### src/rtl/core/sbd_pkg.sv
// ----------------------------------------------------------------------------
// sbd_pkg: shared types, constants and tables of the sRGB 2x2 box downsampler
// Holds the pixel and queue entry structures, the configuration register codes
// and the two colour tables, which are computed once at elaboration.
// ----------------------------------------------------------------------------
package sbd_pkg;

   localparam int MaxWidth      = 4096;
   localparam int MaxHeight     = 16384;
   localparam int WidthRegBits  = 13;
   localparam int HeightRegBits = 15;
   localparam int CsrDataBits   = 15;
   localparam int CsrIndexBits  = 2;
   localparam int ColBits       = $clog2(MaxWidth);
   localparam int RowBits       = $clog2(MaxHeight);
   localparam int StoreDepth    = MaxWidth / 2;
   localparam int StoreAddrBits = $clog2(StoreDepth);

   localparam int ColorLanes    = 3;
   localparam int ByteBits      = 8;
   localparam int TabDepth      = 1 << ByteBits;
   localparam int LinBits       = 16;
   localparam int PairBits      = LinBits + 1;
   localparam int TotBits       = LinBits + 2;
   localparam int AlphaPairBits = ByteBits + 1;
   localparam int AlphaTotBits  = ByteBits + 2;
   localparam int StoreBits     = ColorLanes * PairBits + AlphaPairBits;
   localparam int IndexBits     = 12;
   localparam int ThrBits       = 14;
   localparam int SearchSteps   = ByteBits;

   localparam int QueueDepth     = 4;
   localparam int QueuePtrBits   = $clog2(QueueDepth);
   localparam int QueueCountBits = $clog2(QueueDepth + 1);

   typedef enum logic [CsrIndexBits-1:0] {
      CSR_WIDTH  = 2'd0,
      CSR_HEIGHT = 2'd1,
      CSR_MODE   = 2'd2
   } csr_index_type;

   // What the back end does with a horizontal pair.
   typedef enum logic [1:0] {
      KIND_STORE,
      KIND_DOUBLE,
      KIND_COMBINE
   } kind_type;

   typedef struct packed {
      logic [ByteBits-1:0] red_in;
      logic [ByteBits-1:0] green_in;
      logic [ByteBits-1:0] blue_in;
      logic [ByteBits-1:0] alpha_in;
   } req_type;

   typedef struct packed {
      logic [ByteBits-1:0] red_out;
      logic [ByteBits-1:0] green_out;
      logic [ByteBits-1:0] blue_out;
      logic [ByteBits-1:0] alpha_out;
      logic                level_done;
   } rsp_type;

   typedef struct packed {
      logic [WidthRegBits-1:0]  width;
      logic [HeightRegBits-1:0] height;
      logic                     color_mode;
      logic                     restart;
   } cfg_type;

   typedef struct packed {
      kind_type                               kind;
      logic [StoreAddrBits-1:0]               addr;
      logic [ColorLanes-1:0][PairBits-1:0]    pair_color;
      logic [AlphaPairBits-1:0]               pair_alpha;
      logic                                   color_mode;
      logic                                   level_done;
   } entry_type;

   // sRGB decode in unsigned Q2.30, argument n/510 with n in 0..510.
   localparam longint unsigned DecodeDenom = 510;
   localparam longint unsigned LinearDiv   = DecodeDenom * 1292;
   localparam longint unsigned PowerDiv    = DecodeDenom * 1055;
   localparam longint unsigned OneQ30      = 64'd1 << 30;

   function automatic longint unsigned mul_q30(input longint unsigned a,
                                               input longint unsigned b);
      return (a * b) >> 30;
   endfunction

   function automatic longint unsigned fifth_root_q30(input longint unsigned w);
      longint unsigned lo;
      longint unsigned hi;
      longint unsigned mid;
      longint unsigned sq;
      longint unsigned p;
      lo = 0;
      hi = OneQ30;
      for (int it = 0; it < 32; it++) begin
         if (lo < hi) begin
            mid = (lo + hi + 1) >> 1;
            sq  = mul_q30(mid, mid);
            p   = mul_q30(mul_q30(sq, sq), mid);
            if (p <= w) begin
               lo = mid;
            end else begin
               hi = mid - 1;
            end
         end
      end
      return lo;
   endfunction

   function automatic longint unsigned decode_q30(input longint unsigned n);
      longint unsigned y;
      longint unsigned w;
      if (n * 100000 <= 4045 * DecodeDenom) begin
         return ((n << 30) * 100) / LinearDiv;
      end
      y = ((1000 * n + 55 * DecodeDenom) << 30) / PowerDiv;
      if (y > OneQ30) begin
         y = OneQ30;
      end
      w = mul_q30(y, y);
      return mul_q30(w, fifth_root_q30(w));
   endfunction

   typedef logic [TabDepth-1:0][LinBits-1:0] lin_tab_type;
   typedef logic [TabDepth-1:0][ThrBits-1:0] thr_tab_type;

   // sRGB byte to linear Q0.16, rounded and saturated.
   function automatic lin_tab_type build_lin_tab();
      lin_tab_type     t;
      longint unsigned v;
      for (int c = 0; c < TabDepth; c++) begin
         v = (decode_q30(64'(2 * c)) + 8192) >> 14;
         t[c] = (v > 65535) ? {LinBits{1'b1}} : LinBits'(v);
      end
      return t;
   endfunction

   // Decision thresholds of the encoder, expressed in units of 2^17 (Q30)
   // and rounded up, so that a byte b is reached when its entry is at most
   // the odd representative 2i+1 of a 12-bit mean index i.
   function automatic thr_tab_type build_thr_tab();
      thr_tab_type     t;
      longint unsigned v;
      t[0] = '0;
      for (int b = 1; b < TabDepth; b++) begin
         v = (decode_q30(64'(2 * b - 1)) + 131071) >> 17;
         t[b] = ThrBits'(v);
      end
      return t;
   endfunction

   localparam lin_tab_type LinTab = build_lin_tab();
   localparam thr_tab_type ThrTab = build_thr_tab();

endpackage

### src/rtl/core/sbd_queue.sv
// ----------------------------------------------------------------------------
// sbd_queue: short queue of pair entries
// Decouples the intake from the filter pipeline.
// ----------------------------------------------------------------------------
module sbd_queue (
   input  logic                clock,
   input  logic                reset,
   input  logic                push,
   input  sbd_pkg::entry_type  push_entry,
   input  logic                pop,
   output sbd_pkg::entry_type  pop_entry,
   output logic                empty,
   output logic                full
);

   sbd_pkg::entry_type slot_ff [sbd_pkg::QueueDepth];

   logic [sbd_pkg::QueuePtrBits-1:0]   wr_ptr_ff;
   logic [sbd_pkg::QueuePtrBits-1:0]   wr_ptr_in;
   logic [sbd_pkg::QueuePtrBits-1:0]   rd_ptr_ff;
   logic [sbd_pkg::QueuePtrBits-1:0]   rd_ptr_in;
   logic [sbd_pkg::QueueCountBits-1:0] count_ff;
   logic [sbd_pkg::QueueCountBits-1:0] count_in;

   localparam logic [sbd_pkg::QueuePtrBits-1:0] LastSlot =
      sbd_pkg::QueuePtrBits'(sbd_pkg::QueueDepth - 1);

   always_ff @(posedge clock) begin
      if (push) begin
         slot_ff[wr_ptr_ff] <= push_entry;
      end
   end

   assign pop_entry = slot_ff[rd_ptr_ff];
   assign empty     = (count_ff == '0);
   assign full      = (count_ff == sbd_pkg::QueueCountBits'(sbd_pkg::QueueDepth));

   always_comb begin
      wr_ptr_in = wr_ptr_ff;
      rd_ptr_in = rd_ptr_ff;
      if (push) begin
         wr_ptr_in = (wr_ptr_ff == LastSlot) ? '0 : wr_ptr_ff + 1'b1;
      end
      if (pop) begin
         rd_ptr_in = (rd_ptr_ff == LastSlot) ? '0 : rd_ptr_ff + 1'b1;
      end
      unique case ({push, pop})
         2'b10:   count_in = count_ff + 1'b1;
         2'b01:   count_in = count_ff - 1'b1;
         default: count_in = count_ff;
      endcase
   end

   always_ff @(posedge clock) begin
      if (reset) begin
         wr_ptr_ff <= '0;
         rd_ptr_ff <= '0;
         count_ff  <= '0;
      end else begin
         wr_ptr_ff <= wr_ptr_in;
         rd_ptr_ff <= rd_ptr_in;
         count_ff  <= count_in;
      end
   end

`ifndef SYNTH
   a_push_counts: assert property (@(posedge clock) disable iff (reset)
      (push && !pop) |=> (count_ff == $past(count_ff) + 1'b1))
      else $error("queue fill count did not follow a push");
   a_no_pop_empty: assert property (@(posedge clock) disable iff (reset)
      pop |-> (count_ff != '0))
      else $error("queue popped while empty");
   a_bounded: assert property (@(posedge clock) disable iff (reset)
      count_ff <= sbd_pkg::QueueCountBits'(sbd_pkg::QueueDepth))
      else $error("queue fill count beyond its depth");
`endif

endmodule

### config.mk
export PLATFORM = sky130hd
export DESIGN_NAME = sbd_queue
export DESIGN_NICKNAME = d
export VERILOG_FILES = /design/src/rtl/core/sbd_pkg.sv /design/src/rtl/core/sbd_queue.sv
export SDC_FILE = /design/constraint.sdc
export NUM_CORES = 1
export LEC_CHECK = 0
export ABC_AREA = 1
export BUFFER_PORTS_ARGS = -buffer_cell sky130_fd_sc_hd__buf_2
export CAP_MARGIN = 20
export CORE_ASPECT_RATIO = 1.1
export CORE_UTILIZATION = 35
export CTS_CLUSTER_DIAMETER = 120
export DETAILED_ROUTE_END_ITERATION = 12
export PLACE_DENSITY_LB_ADDON = 0.3
export REMOVE_ABC_BUFFERS = 1
export SETUP_SLACK_MARGIN = 0.5
export SYNTH_ARGS = -nofsm -noshare
export SYNTH_HDL_FRONTEND = slang
export SYNTH_SLANG_ARGS = --single-unit
### constraint.sdc
create_clock -name clock -period 2.5 [get_ports clock]
set_clock_uncertainty 0.2 [all_clocks]
set_input_delay 0.125 -clock clock [delete_from_list [all_inputs] [get_ports clock]]
set_output_delay 0.125 -clock clock [all_outputs]
set_load 0.01 [all_outputs]
## After elaboration in Yosys (flattened, before gate mapping)

Memory sizes are Yosys's and may differ from the RTL's. A register that Yosys moved wholly into a read port is not among the register bits.
Cells that the tools add are included.

- Bits in writable memories: 300
- Memories: 1
- Input port bits: 79
- Output and inout bits: 77
- Bits in latches: 0
- Word-level logic and storage cells: 22
- Memory bits (read-only): 0
- Bits in registers: 7

- Multiply operators: 0
- Bitwise operators: 0
- Divide/modulo/power cells: 0
- Equal/unequal tests: 5
- Reductions and logical operators: 2
- Add/sub/neg operators: 4
- Muxes and demuxes: 7
- Shift operators: 0
- Magnitude comparators: 0

Memories:

| name | words | bits a word | rd ports | clocked after Yosys merged registers in | write ports | RTL line | RTL |
|---|---|---|---|---|---|---|---|
| slot_ff | 4 | 75 | 1 | 1 | 1 | sbd_queue.sv:16 | `sbd_pkg::entry_type slot_ff [sbd_pkg::QueueDepth];` |

Operators by type and width:

| cell | count |
|---|---|
| 2-bit two-way mux | 4 |
| 2-bit == test, second input constant | 3 |
| 3-bit one-hot mux with 2 select lines | 1 |
| 2-bit by 1-bit adder with 2-bit output, second input constant | 2 |
| 3-bit by 1-bit adder with 3-bit output, second input constant | 1 |
| 3-bit == test, second input constant | 1 |
| 3-bit zero test | 1 |
| 3-bit by 1-bit subtractor with 3-bit output, second input constant | 1 |
| 2-bit by 1-bit == test with 1-bit output, second input constant | 1 |
| 1-bit two-way mux | 2 |
| 2-bit nonzero test | 1 |

## Depth between registers and ports, before layout

- Word-level depth: 4
- Gate-level depth with buffers: 10

## Worst setup path before layout

Ideal clock, no wire load.

- Kind: reg-to-reg
- Start point: register wr_ptr_ff[0] (netlist name)
- End point: memory slot_ff[3][0] (netlist name), enable pin
- Setup time: 0.429 ns
- Clock period less this slack: 2.673 ns
- Buffers on the path: 0
- Stages on the path, launching flop included: 4
- Arrival time: 2.044 ns
- Path slack: -0.173 ns
- Cells stage by stage: dfxtp_1 ha_1 nand2_1 inv_1

RTL lines:

| what | RTL line | RTL |
|---|---|---|
| start, declared | sbd_queue.sv:18 | `logic [sbd_pkg::QueuePtrBits-1:0] wr_ptr_ff;` |
| start signal, assigned | sbd_queue.sv:60 | `wr_ptr_ff <= wr_ptr_in;` |
| end, declared | sbd_queue.sv:16 |  |

Straight into the memory's write port.

==> run_summary.xml <==
<?xml version="1.0" encoding="UTF-8"?>
<metrics>
  <group name="outcome">
    <metric name="outcome" unit="">finished with violations</metric>
    <metric name="failing_checks" unit="">DRC</metric>
  </group>
  <group name="layout">
    <metric name="layout.core_utilization" unit="%">51.26</metric>
    <metric name="num_antenna_cells" unit="">0</metric>
    <metric name="drive_above_1_share" unit="%">46.02</metric>
    <metric name="area_delta_synth_final" unit="%">43.87</metric>
    <metric name="mostFrequentLayoutCell" unit="">sky130_fd_sc_hd__edfxtp_1</metric>
    <metric name="finish.instance_area" unit="µm²">17530</metric>
    <metric name="post_route_non_filler_standard_cell_count" unit="">1557</metric>
    <metric name="final_cell_mix" unit="">300 x sky130_fd_sc_hd__edfxtp_1, 150 x sky130_fd_sc_hd__buf_2, 81 x sky130_fd_sc_hd__nor2_1</metric>
    <metric name="nNetsFinal" unit="">1182</metric>
  </group>
  <group name="routing">
    <metric name="firstDrtPassIters" unit="">8</metric>
    <metric name="drt-total-wl" unit="µm">34260</metric>
    <metric name="routedWlPerCell" unit="µm">22.00</metric>
    <metric name="initialDrtViolationCount" unit="">508</metric>
    <metric name="drc_errors" unit="">8</metric>
    <metric name="vias" unit="">7849</metric>
    <metric name="final_antenna_net_count" unit="">0</metric>
    <metric name="vias_per_cell" unit="">5.041</metric>
  </group>
  <group name="logic_synthesis">
    <metric name="synth.ff_latch_count" unit="">309</metric>
    <metric name="ys_top_cells_by_area" unit="">sky130_fd_sc_hd__edfxtp_1 74%, sky130_fd_sc_hd__o21ai_0 5.3%, sky130_fd_sc_hd__o22ai_2 4.1%</metric>
    <metric name="syn-instance-count" unit="">785</metric>
    <metric name="synth_top_area_share" unit="%">73.93</metric>
    <metric name="netlist.top_cell.by_area" unit="">sky130_fd_sc_hd__edfxtp_1</metric>
    <metric name="ys.warnings.count" unit="">0</metric>
    <metric name="synth.distinct_cells" unit="">25</metric>
    <metric name="synthMuxAreaShare" unit="%">0</metric>
    <metric name="syn_avg_cell_area" unit="µm²">15.52</metric>
    <metric name="seq_area_frac_synth" unit="%">75.41</metric>
    <metric name="synth-simple-area-share" unit="%">7.886</metric>
    <metric name="mappedNetlistArea" unit="µm²">12190</metric>
    <metric name="main_combinational_cell_family_by_area_after_synthesis" unit="">compound AO/OA/AOI/OAI gates</metric>
    <metric name="synth_adder_area_share" unit="%">0.7804</metric>
    <metric name="post_synthesis_compound_gate_area_fraction" unit="%">12.59</metric>
    <metric name="post_synth_xor_area_fraction" unit="%">0</metric>
  </group>
  <group name="grt">
    <metric name="number_of_antenna_violations_at_the_first_check_in_global_routing" unit="">0</metric>
    <metric name="grt_max_degree" unit="">43</metric>
    <metric name="gr-total-overflow" unit="">0</metric>
    <metric name="grt_pass1_wl" unit="µm">47380</metric>
    <metric name="first_global_vias" unit="">7640</metric>
    <metric name="track_usage" unit="%">17.95</metric>
  </group>
  <group name="clock_network">
    <metric name="cts_tree" unit="">done</metric>
    <metric name="root_buffer" unit="">sky130_fd_sc_hd__clkbuf_16</metric>
    <metric name="inserted_clock_buffers" unit="">34</metric>
    <metric name="clkSlewWorstSetupHoldPaths" unit="ns">0.06</metric>
    <metric name="clock_insertion_delay_worst_skew" unit="ns">0.50</metric>
    <metric name="max-clock-path-buffers" unit="">3</metric>
    <metric name="tritoncts_num_sinks" unit="">309</metric>
    <metric name="htree_levels" unit="">2</metric>
  </group>
  <group name="worst_setup_path">
    <metric name="critPathKind" unit="">reg2out</metric>
    <metric name="startpoint_type" unit="">flip-flop</metric>
    <metric name="critPathMaxStageDelay" unit="ns">0.40</metric>
    <metric name="cell_breakdown_of_the_critical_path" unit="">buf_12, buf_12, buf_16, o21ai_4, o22ai_2, buf_2</metric>
    <metric name="cp_slowest_cell" unit="">sky130_fd_sc_hd__dfxtp_4</metric>
    <metric name="worst-path-max-fanout" unit="">5</metric>
    <metric name="critical_path_arrival" unit="ns">1.79</metric>
    <metric name="path_common_cell" unit="">sky130_fd_sc_hd__buf_12</metric>
    <metric name="worstSetupEndpointType" unit="">output pin</metric>
    <metric name="worstPathRequired" unit="ns">2.17</metric>
  </group>
  <group name="power_and_ir_drop">
    <metric name="max-vdd-ir-drop" unit="mV">0.4348</metric>
    <metric name="power-per-cell-area" unit="nW/µm²">722.7</metric>
    <metric name="cellLeakagePower" unit="nW">6.211</metric>
    <metric name="finalPower" unit="mW">12.67</metric>
  </group>
  <group name="sta">
    <metric name="worst_pin_slew" unit="ns">0.4531</metric>
    <metric name="rsz_0062_raised_after_global_routing" unit="">yes</metric>
    <metric name="worst_slew_margin_rel" unit="%">69.79</metric>
    <metric name="final.hold.worst_slack" unit="ns">0.1645</metric>
    <metric name="max_freq" unit="MHz">473.4</metric>
    <metric name="report.final.hold_viol_count" unit="">0</metric>
    <metric name="final_max_slew_viol_count" unit="">0</metric>
    <metric name="period_needed" unit="ns">2.112</metric>
    <metric name="final.period_utilization" unit="%">84.50</metric>
    <metric name="setup_viol" unit="">0</metric>
    <metric name="postLayoutSetupSlackWorst" unit="ns">0.3875</metric>
    <metric name="fin_tns_setup" unit="ns">0</metric>
  </group>
  <group name="die">
    <metric name="row_count" unit="">71</metric>
    <metric name="initial_utilization" unit="%">35.63</metric>
    <metric name="die_y" unit="µm">197.7</metric>
    <metric name="die_w" unit="µm">179.9</metric>
    <metric name="design.core.area" unit="µm²">34200</metric>
    <metric name="boundaryPins" unit="">156</metric>
    <metric name="floorplan.die_area" unit="µm²">35570</metric>
  </group>
  <group name="placement">
    <metric name="buffer_ports.inserted" unit="">155</metric>
    <metric name="detailed_place_hpwl" unit="µm">15580</metric>
    <metric name="placedCellCount" unit="">1354</metric>
    <metric name="place_worst_setup_slack" unit="ns">0.5109</metric>
    <metric name="globalplace.congestion" unit="">0.7337</metric>
    <metric name="dpl-instance-area" unit="µm²">13540</metric>
  </group>
  <group name="min_path">
    <metric name="min_path_type" unit="">in2reg</metric>
  </group>
  <group name="flow_run">
    <metric name="max-cap-violations" unit="">0</metric>
  </group>
</metrics>
flip-flops by register name (all words and copies together), names as in the netlist, named ones only:
name / flops
count_ff: 3
wr_ptr_ff: 2
slot_ff: 300
rd_ptr_ff: 2
worst max-delay path: cells and delay by family, from the launching register on:
kind	cells	cell delay [ns]
buf+inv	4	0.61
flops	1	0.40
compound gates	2	0.26
layout make-up:
cell class | instances | area, µm²
Timing Repair Buffer | 317 | 3306
Multi-Input combinational cell | 410 | 3271
Clock inverter | 12 | 51.30
Sequential cell | 309 | 9196
Inverter | 18 | 101.3
Tap cell | 438 | 548.0
Timing Repair inverter | 6 | 93.84
Clock buffer | 47 | 963.4
Fill cell | 2798 | 16670
worst paths after layout:
kind / start / endpoint / slack (ns) / cells after the start
setup / recovery: flip-flop / pop_entry[10] / 0.39 / 6
hold / removal: push_entry[8] / slot_ff[1][8] / 0.16 / 2
setup reg to reg: wr_ptr_ff[1] / slot_ff[1][4] / 0.69 / 5
hold reg to reg: wr_ptr_ff[1] / wr_ptr_ff[1] / 0.34 / 2
repair_timing:
action                     CTS  global route
hold buffers                79             0
setup buffers               17             6
hold endpoints to repair   309             0
pin swaps                   22            49
resized for setup          168           165
setup endpoints to repair   75            75
gates cloned                28            14
synthesized netlist by cell type:
cell type	number
sky130_fd_sc_hd__nand4_1	1
sky130_fd_sc_hd__buf_2	13
sky130_fd_sc_hd__dfxtp_1	9
sky130_fd_sc_hd__nand3_1	1
sky130_fd_sc_hd__o21ai_2	5
sky130_fd_sc_hd__nor2_4	40
sky130_fd_sc_hd__o22ai_2	40
sky130_fd_sc_hd__clkbuf_1	23
sky130_fd_sc_hd__buf_8	1
sky130_fd_sc_hd__o22ai_1	35
sky130_fd_sc_hd__fa_1	1
sky130_fd_sc_hd__nand2_1	8
sky130_fd_sc_hd__a21oi_1	5
sky130_fd_sc_hd__inv_1	16
sky130_fd_sc_hd__o21ai_1	20
sky130_fd_sc_hd__ha_1	6
sky130_fd_sc_hd__edfxtp_1	300
sky130_fd_sc_hd__nor2_2	7
sky130_fd_sc_hd__inv_2	1
sky130_fd_sc_hd__nor2_1	108
sky130_fd_sc_hd__o21ai_0	129
sky130_fd_sc_hd__buf_6	6
sky130_fd_sc_hd__buf_12	5
sky130_fd_sc_hd__inv_6	1
sky130_fd_sc_hd__nor3_1	4
power by group:
| part | leakage (nW) | internal (mW) | total (mW) | switching [mW] |
|---|---|---|---|---|
| clock | 0.498 | 2.68 | 4.59 | 1.90 |
| combinational | 2.88 | 0.956 | 2.08 | 1.13 |
| sequential | 2.83 | 5.92 | 6.00 | 0.0811 |
| total | 6.21 | 9.56 | 12.7 | 3.11 |
metal layers:
layer / vias up / track usage, % / share of wire (%)
li1: 3618 / - / -
met1: 3959 / 24.39 / 45
met2: 220 / 28.95 / 48
met3: 52 / 3.587 / 4.6
met4: 0 / 5.779 / 2.6
met5: - / 0 / 0
cells by family (layout without fill, tap and decap cells):
logic type | after synthesis | after routing
AO/OA/AOI/OAI | 234 | 234
flip-flops | 309 | 309
adder cells (fa/ha/maj) | 7 | 7
AND/OR/NAND/NOR | 169 | 169
buffers and inverters | 66 | 400
(Power assumes the default switching activity.)
